[src/extended_gcd_mod_inverse_macros.svh]
// ----------------------------------------------------------------------------
// extended_gcd_mod_inverse_macros
// assertion helpers for the extended gcd block
// ----------------------------------------------------------------------------
`ifndef EXTENDED_GCD_MOD_INVERSE_MACROS_SVH
`define EXTENDED_GCD_MOD_INVERSE_MACROS_SVH
`define EGM_ASSERT_IMPL(lbl, clk, rst_n, ante, cons) \
    lbl: assert property (@(posedge clk) disable iff (!rst_n) (ante) |-> (cons)) \
        else $error("assertion failed");
`define EGM_ASSERT_NEXT(lbl, clk, rst_n, ante, cons) \
    lbl: assert property (@(posedge clk) disable iff (!rst_n) (ante) |=> (cons)) \
        else $error("assertion failed");
`endif

[src/egm_pkg.sv]
// ----------------------------------------------------------------------------
// egm_pkg
// shared types for the extended gcd block
// ----------------------------------------------------------------------------
package egm_pkg;
    typedef struct packed {
        logic load;
        logic div_start;
        logic div_step;
        logic update;
        logic mul_step;
        logic finish;
    } t_egm_cmd;

    typedef struct packed {
        logic b_zero;
        logic div_last;
        logic mul_last;
    } t_egm_sts;
endpackage

[src/extended_gcd_mod_inverse.sv]
// ----------------------------------------------------------------------------
// extended_gcd_mod_inverse
// extended euclid gcd, bezout coefficients and modular inverse
// ----------------------------------------------------------------------------
// usage
//   input channel: i_in_valid with i_value_a and i_modulus; o_in_stall high
//   while an item is in work, one item at a time
//   output channel: o_out_valid with gcd, coefficients, inverse and flag;
//   result registers hold steady while i_out_stall is high
//   each euclid iteration tests b for zero, runs the radix-2 divider and
//   the shift-add multiplier, then updates; once b is zero and no earlier
//   result is held, the result registers load and output valid rises
//   a result stalled at the output does not block the next item's work; the
//   next result waits until the previous one transfers
//   reset: synchronous, active low, clears the sequencer and output valid
// ----------------------------------------------------------------------------
`include "extended_gcd_mod_inverse_macros.svh"
module extended_gcd_mod_inverse
    import egm_pkg::*;
#(
    parameter int WORD_WIDTH = 64
) (
    input  logic        i_clk,
    input  logic        i_rst_n,
    input  logic        i_in_valid,
    output logic        o_in_stall,
    input  logic [63:0] i_value_a,
    input  logic [63:0] i_modulus,
    output logic        o_out_valid,
    input  logic        i_out_stall,
    output logic [63:0] o_gcd_value,
    output logic [63:0] o_coeff_a,
    output logic [63:0] o_coeff_b,
    output logic [63:0] o_inverse,
    output logic        o_has_inverse
);
    t_egm_cmd w_cmd;
    t_egm_sts w_sts;

    egm_ctrl u_ctrl (
        .i_clk       (i_clk),
        .i_rst_n     (i_rst_n),
        .i_in_valid  (i_in_valid),
        .o_in_stall  (o_in_stall),
        .o_out_valid (o_out_valid),
        .i_out_stall (i_out_stall),
        .i_sts       (w_sts),
        .o_cmd       (w_cmd)
    );

    egm_dpath #(.WORD_WIDTH(WORD_WIDTH)) u_dpath (
        .i_clk         (i_clk),
        .i_rst_n       (i_rst_n),
        .i_cmd         (w_cmd),
        .o_sts         (w_sts),
        .i_value_a     (i_value_a),
        .i_modulus     (i_modulus),
        .o_gcd_value   (o_gcd_value),
        .o_coeff_a     (o_coeff_a),
        .o_coeff_b     (o_coeff_b),
        .o_inverse     (o_inverse),
        .o_has_inverse (o_has_inverse)
    );

    `EGM_ASSERT_IMPL(a_flag_inv, i_clk, i_rst_n, o_out_valid && !o_has_inverse, o_inverse == 64'd0)
    `EGM_ASSERT_IMPL(a_flag_gcd, i_clk, i_rst_n, o_out_valid && o_has_inverse, o_gcd_value == 64'd1)
    `EGM_ASSERT_NEXT(a_load_busy, i_clk, i_rst_n, w_cmd.load, o_in_stall)
endmodule

[src/egm_ctrl.sv]
// ----------------------------------------------------------------------------
// egm_ctrl
// sequencer: load, divide, multiply-update loop, finish
// ----------------------------------------------------------------------------
module egm_ctrl
    import egm_pkg::*;
(
    input  logic     i_clk,
    input  logic     i_rst_n,
    input  logic     i_in_valid,
    output logic     o_in_stall,
    output logic     o_out_valid,
    input  logic     i_out_stall,
    input  t_egm_sts i_sts,
    output t_egm_cmd o_cmd
);
    localparam logic [2:0] S_IDLE = 3'd0;
    localparam logic [2:0] S_TEST = 3'd1;
    localparam logic [2:0] S_DIV  = 3'd2;
    localparam logic [2:0] S_MUL  = 3'd3;
    localparam logic [2:0] S_UPD  = 3'd4;
    localparam logic [2:0] S_FIN  = 3'd5;

    logic [2:0] r_state, n_state;
    logic       r_valid, n_valid;

    always_comb begin
        n_state = r_state;
        n_valid = r_valid;
        o_cmd   = '0;
        if (r_valid && !i_out_stall) begin
            n_valid = 1'b0;
        end
        case (r_state)
            S_IDLE: begin
                if (i_in_valid) begin
                    o_cmd.load = 1'b1;
                    n_state = S_TEST;
                end
            end
            S_TEST: begin
                if (i_sts.b_zero) begin
                    n_state = S_FIN;
                end else begin
                    o_cmd.div_start = 1'b1;
                    n_state = S_DIV;
                end
            end
            S_DIV: begin
                o_cmd.div_step = 1'b1;
                if (i_sts.div_last) begin
                    n_state = S_MUL;
                end
            end
            S_MUL: begin
                o_cmd.mul_step = 1'b1;
                if (i_sts.mul_last) begin
                    n_state = S_UPD;
                end
            end
            S_UPD: begin
                o_cmd.update = 1'b1;
                n_state = S_TEST;
            end
            S_FIN: begin
                if (!n_valid) begin
                    o_cmd.finish = 1'b1;
                    n_valid = 1'b1;
                    n_state = S_IDLE;
                end
            end
            default: begin
                n_state = S_IDLE;
            end
        endcase
    end

    assign o_in_stall  = (r_state != S_IDLE);
    assign o_out_valid = r_valid;

    always_ff @(posedge i_clk) begin
        if (!i_rst_n) begin
            r_state <= S_IDLE;
            r_valid <= 1'b0;
        end else begin
            r_state <= n_state;
            r_valid <= n_valid;
        end
    end
endmodule

[src/egm_dpath.sv]
// ----------------------------------------------------------------------------
// egm_dpath
// operand registers, radix-2 divider, shift-add multiplier, result registers
// ----------------------------------------------------------------------------
module egm_dpath
    import egm_pkg::*;
#(
    parameter int WORD_WIDTH = 64
) (
    input  logic                  i_clk,
    input  logic                  i_rst_n,
    input  t_egm_cmd              i_cmd,
    output t_egm_sts              o_sts,
    input  logic [63:0]           i_value_a,
    input  logic [63:0]           i_modulus,
    output logic [63:0]           o_gcd_value,
    output logic [63:0]           o_coeff_a,
    output logic [63:0]           o_coeff_b,
    output logic [63:0]           o_inverse,
    output logic                  o_has_inverse
);
    localparam int CW = $clog2(WORD_WIDTH + 1);
    localparam int W  = WORD_WIDTH;

    logic [W-1:0] r_a, r_b, r_n, r_px, r_x, r_py, r_y;
    logic [W-1:0] r_q, r_rem, r_mq, r_px_mul, r_py_mul, r_mx, r_my;
    logic [W-1:0] r_md;
    logic         r_nn, r_qneg;
    logic [CW-1:0] r_cnt;

    logic [W-1:0] w_ma, w_mb, w_trial_hi, w_rem_fin, w_q_fin;
    logic [W:0]   w_sub;
    logic [W-1:0] w_shift;
    logic         w_ok;
    logic [W-1:0] w_inv;

    assign w_ma = r_a[W-1] ? (~r_a + 1'b1) : r_a;
    assign w_mb = r_b[W-1] ? (~r_b + 1'b1) : r_b;

    // restoring division: r_rem partial remainder, r_q holds dividend bits then quotient
    assign w_shift    = {r_rem[W-2:0], r_q[W-1]};
    assign w_sub      = {r_rem[W-1], w_shift} - {1'b0, r_md};
    assign w_trial_hi = w_sub[W-1:0];
    assign w_rem_fin  = r_nn ? (~r_rem + 1'b1) : r_rem;
    assign w_q_fin    = r_qneg ? (~r_q + 1'b1) : r_q;

    assign o_sts.b_zero   = (r_b == '0);
    assign o_sts.div_last = (r_cnt == CW'(1));
    assign o_sts.mul_last = (r_cnt == CW'(1));

    assign w_ok  = (r_a == W'(1));
    assign w_inv = r_px[W-1] ? (r_px + r_n) : r_px;

    always_ff @(posedge i_clk) begin
        if (!i_rst_n) begin
            r_cnt <= '0;
        end else begin
            if (i_cmd.load) begin
                r_a  <= i_value_a[W-1:0];
                r_b  <= i_modulus[W-1:0];
                r_n  <= i_modulus[W-1:0];
                r_px <= W'(1);
                r_x  <= '0;
                r_py <= '0;
                r_y  <= W'(1);
            end
            if (i_cmd.div_start) begin
                r_rem  <= '0;
                r_q    <= w_ma;
                r_md   <= w_mb;
                r_nn   <= r_a[W-1];
                r_qneg <= r_a[W-1] ^ r_b[W-1];
                r_cnt  <= CW'(W);
            end
            if (i_cmd.div_step) begin
                if (!w_sub[W] || r_rem[W-1]) begin
                    r_rem <= w_trial_hi;
                    r_q   <= {r_q[W-2:0], 1'b1};
                end else begin
                    r_rem <= w_shift;
                    r_q   <= {r_q[W-2:0], 1'b0};
                end
                if (o_sts.div_last) begin
                    r_cnt    <= CW'(W);
                    r_px_mul <= r_x;
                    r_py_mul <= r_y;
                end else begin
                    r_cnt <= r_cnt - 1'b1;
                end
            end
            if (i_cmd.mul_step) begin
                // product of quotient and x, y; quotient shifted out from the top
                if (r_cnt == CW'(W)) begin
                    r_mq <= {w_q_fin[W-2:0], 1'b0};
                    r_mx <= w_q_fin[W-1] ? r_px_mul : '0;
                    r_my <= w_q_fin[W-1] ? r_py_mul : '0;
                end else begin
                    r_mx <= {r_mx[W-2:0], 1'b0} + (r_mq[W-1] ? r_px_mul : '0);
                    r_my <= {r_my[W-2:0], 1'b0} + (r_mq[W-1] ? r_py_mul : '0);
                    r_mq <= {r_mq[W-2:0], 1'b0};
                end
                r_cnt <= r_cnt - 1'b1;
            end
            if (i_cmd.update) begin
                r_a  <= r_b;
                r_b  <= w_rem_fin;
                r_x  <= r_px - r_mx;
                r_px <= r_x;
                r_y  <= r_py - r_my;
                r_py <= r_y;
            end
            if (i_cmd.finish) begin
                o_gcd_value   <= {{(64-W){r_a[W-1]}}, r_a};
                o_coeff_a     <= {{(64-W){r_px[W-1]}}, r_px};
                o_coeff_b     <= {{(64-W){r_py[W-1]}}, r_py};
                o_inverse     <= w_ok ? {{(64-W){1'b0}}, w_inv} : '0;
                o_has_inverse <= w_ok;
            end
        end
    end
endmodule
[config.mk]
export PLATFORM = sky130hd
export DESIGN_NAME = extended_gcd_mod_inverse
export DESIGN_NICKNAME = d
export VERILOG_FILES = /design/src/egm_pkg.sv /design/src/extended_gcd_mod_inverse.sv /design/src/egm_ctrl.sv /design/src/egm_dpath.sv
export VERILOG_INCLUDE_DIRS = /design/src /design/src/src
export SDC_FILE = /design/constraint.sdc
export NUM_CORES = 2
export LEC_CHECK = 0
export ABC_CLOCK_PERIOD_IN_PS = 45400
export BUFFER_PORTS_ARGS = -buffer_cell sky130_fd_sc_hd__buf_2
export CAP_MARGIN = 20
export CORE_MARGIN = 3
export CORE_UTILIZATION = 46
export DETAILED_ROUTE_END_ITERATION = 10
export GPL_ROUTABILITY_DRIVEN = 0
export PLACE_DENSITY_LB_ADDON = 0.15
export SYNTH_ARGS = -nofsm -noshare
export SYNTH_HDL_FRONTEND = slang
export SYNTH_SLANG_ARGS = --single-unit
[constraint.sdc]
create_clock -name i_clk -period 45.4 [get_ports i_clk]
set_input_delay 2.27 -clock i_clk [delete_from_list [all_inputs] [get_ports i_clk]]
set_output_delay 2.27 -clock i_clk [all_outputs]
set_load 0.02 [all_outputs]
==> reports/results.ini <==
[power_and_ir_drop]
ir_drop_v = 0.0000374
p_leak_uw = 0.0316
powerDensity_nw_per_um2 = 35.1

[yosys]
syn-cell-area_um2 = 71900
synth-edff-count = 1218
post_synth.cell_area_avg_um2 = 10.4
synth-xor-area-share_pct = 7.27
async_flop_share_pct = 0
synth_seq_cells = 1229
ys_seq_area_share_pct = 51.1
ys_dominant_reg_cell = edfxtp_1
synth_cells = 6923
synth_compound_area_share_pct = 15.9
synth-simple-area-share_pct = 14.4
synth.net_count = 7445
yosysUniqueCellTypes = 87
synthMuxAreaShare_pct = 1.22
synth_area_leaders = edfxtp_1, ha_1, nand2_1
synthAdderAreaFrac_pct = 6.85
synth_warnings = 0
yosysTopAreaCell = edfxtp_1
synth_top_family_by_area = compound AO/OA/AOI/OAI gates
yosysTopAreaCellShare_pct = 50.8

[drt]
drt-vias-per-instance = 5.96
drt_iter0_drc = 5842
dr.pass1.iters = 6
drt_wl_total_um = 222000
ant_nets = 0
wl_per_cell_um = 23.7
vias = 55800
drc = 0

[worst_setup_path]
cp_cell_sequence = inv_1, ha_1, fa_1, nand2b_1, a21oi_1, o21ai_0, a211oi_1, o31ai_1, a21oi_1, a31oi_1, nor4b_1, o22ai_1, o21ai_4, buf_4, buf_4, mux2i_1, nor2_1
max_stage_delay_ps = 620
crit_fanout = 43
cp-end-kind = flop
crit_arrival_ps = 6650
required_ps = 45880
crit_type = reg -> reg
slowest_stage = buf_4
startpoint_type = flop

[clock_tree]
clkTransAtPathRegs_ps = 70
cts_hold_buf = 0
cts_buffers = 142
cts_setup_buffers = 0
cts_resized = 0
cts.path.max_buffers = 3
cts.sinks = 1229
cts_root_buffer = clkbuf_16
tritoncts = built
clock_latency_ps = 800
cts_max_level = 4

[floorplanning]
fp.dieH_um = 401
die_w_um = 401
core_um2 = 155000
rows = 144
dieArea_um2 = 161000
start_util_pct = 46.5
ios = 391

[sta]
fin_crit_sh_pct = 13.6
slew_headroom_pct = 28.6
drv_slew = 0
post-route-min-period_ps = 6170
max_freq_mhz = 162
hold_viol = 0
clock_skew_ps = 44.4
rsz0062_at_grt = false
tns_ps = 0
worstMarginPinSlew_ps = 1060
setup-violations-final = 0

[grt]
gr-total-overflow = 0
grt_max_degree = 182
grt_pass1_wl_um = 328000
antenna_found_initial = 12
grt_pass1_vias = 52100
track_usage_pct = 26.6

[layout]
layout_commonest_cell = edfxtp_1
nFillCells = 13900
stdcell_area_um2 = 80500
nNetsFinal = 7720
seqCellArea_um2 = 36800
multi_input_area_um2 = 32900
drive_gt1_share_pct = 9.85
mostFrequentLayoutCells = edfxtp_1, nand2_1, o21ai_0
syn2layout_area_growth_pct = 11.9
finalNonFillerCells = 9368

[run_status]
outcome = completed

[placement]
place_area_um2 = 75800
io_buffers = 390
dp_cells = 9097
dp_hpwl_um = 164000

[worst_hold_path]
holdCritPathClass = reg -> reg

[job]
drv_cap = 0

-- power by group --
group / total [uW] / internal [uW] / switching (uW)
registers: 1340 / 1300 / 41.3
logic: 324 / 116 / 209
clock network: 1160 / 666 / 497
-- per-layer routing --
metal / global-route usage [%] / vias to the layer above / wire [um]
met1: 39.4 / 27100 / 99700
met3: 5.69 / 325 / 21300
li1: - / 26000 / -
met2: 38.7 / 2477 / 93800
met5: 0 / - / 0
met4: 8.53 / 0 / 7000
-- synth_stat cells, types with 19 or more instances --
cell         n
edfxtp_1  1218
nand2_1    838
o21ai_0    588
nor2_1     469
a21oi_1    420
ha_1       384
xor2_1     320
inv_1      305
clkbuf_1   277
xnor2_1    277
a21o_1     231
and2_1     164
and3_1     162
nand4_1     90
mux2i_1     88
o31ai_1     88
nand3_1     80
o21bai_1    71
nand2b_1    70
nor3_1      70
a211oi_1    68
or3_1       65
nor2b_1     49
o41ai_1     49
or4_1       42
a31oi_1     41
o21a_1      34
or2_2       28
a21boi_0    26
nor4_1      22
o211ai_1    21
a22o_1      19
-- final timing paths --
path              cells after the start  slack (ps)                           from                         endpoint
hold reg to reg                       0         430  u_dpath.r_x[12]$_SDFFCE_PN0P_   u_dpath.r_px_mul[12]$_DFFE_PP_
setup reg to reg                     17       39230      u_dpath.r_q[63]$_DFFE_PP_  u_dpath.r_rem[33]$_SDFFCE_PN0P_
hold / removal                        0         430  u_dpath.r_x[12]$_SDFFCE_PN0P_   u_dpath.r_px_mul[12]$_DFFE_PP_
setup / recovery                     17       39230      u_dpath.r_q[63]$_DFFE_PP_  u_dpath.r_rem[33]$_SDFFCE_PN0P_
-- stage by stage --
step / utilization [%] / total power, uW / setup WS (ps) / hold WS (ps)
floorplan: - / 1580 / 23210 / 418
global placement: 48.9 / 1670 / 39400 / 422
detailed placement: 48.9 / 1680 / 39340 / 426
CTS: 52.0 / 2840 / 39430 / 430
global route: 52.0 / 2920 / 38990 / 445
finish: 52.0 / 2820 / 39230 / 428
-- worst max-delay path, delay by kind of cell, from the launching register on --
kind | cells | cell delay, ps
AOI/OAI and AO/OA | 8 | 2390
buffers and inverters | 3 | 1250
and+or+nand+nor | 3 | 810
adders and majority gates | 2 | 660
DFF | 1 | 350
muxes | 1 | 280
-- cell type report --
class	instances	share of cell area (%)
antenna	5	0.0155
clock buffer	169	4.59
clock inverter	96	1.28
inverter	306	1.43
multi-input combinational	5082	40.9
sequential	1229	45.7
tap	2044	3.18
timing repair buffer	437	2.93
-- cell families after synthesis --
family / after synthesis
simple gates: 2184
buf+inv: 612
mux: 88
xor+xnor: 597
fa+ha+maj: 390
compound gates: 1823
flops: 1229
Power figures use the tool's default switching activity.
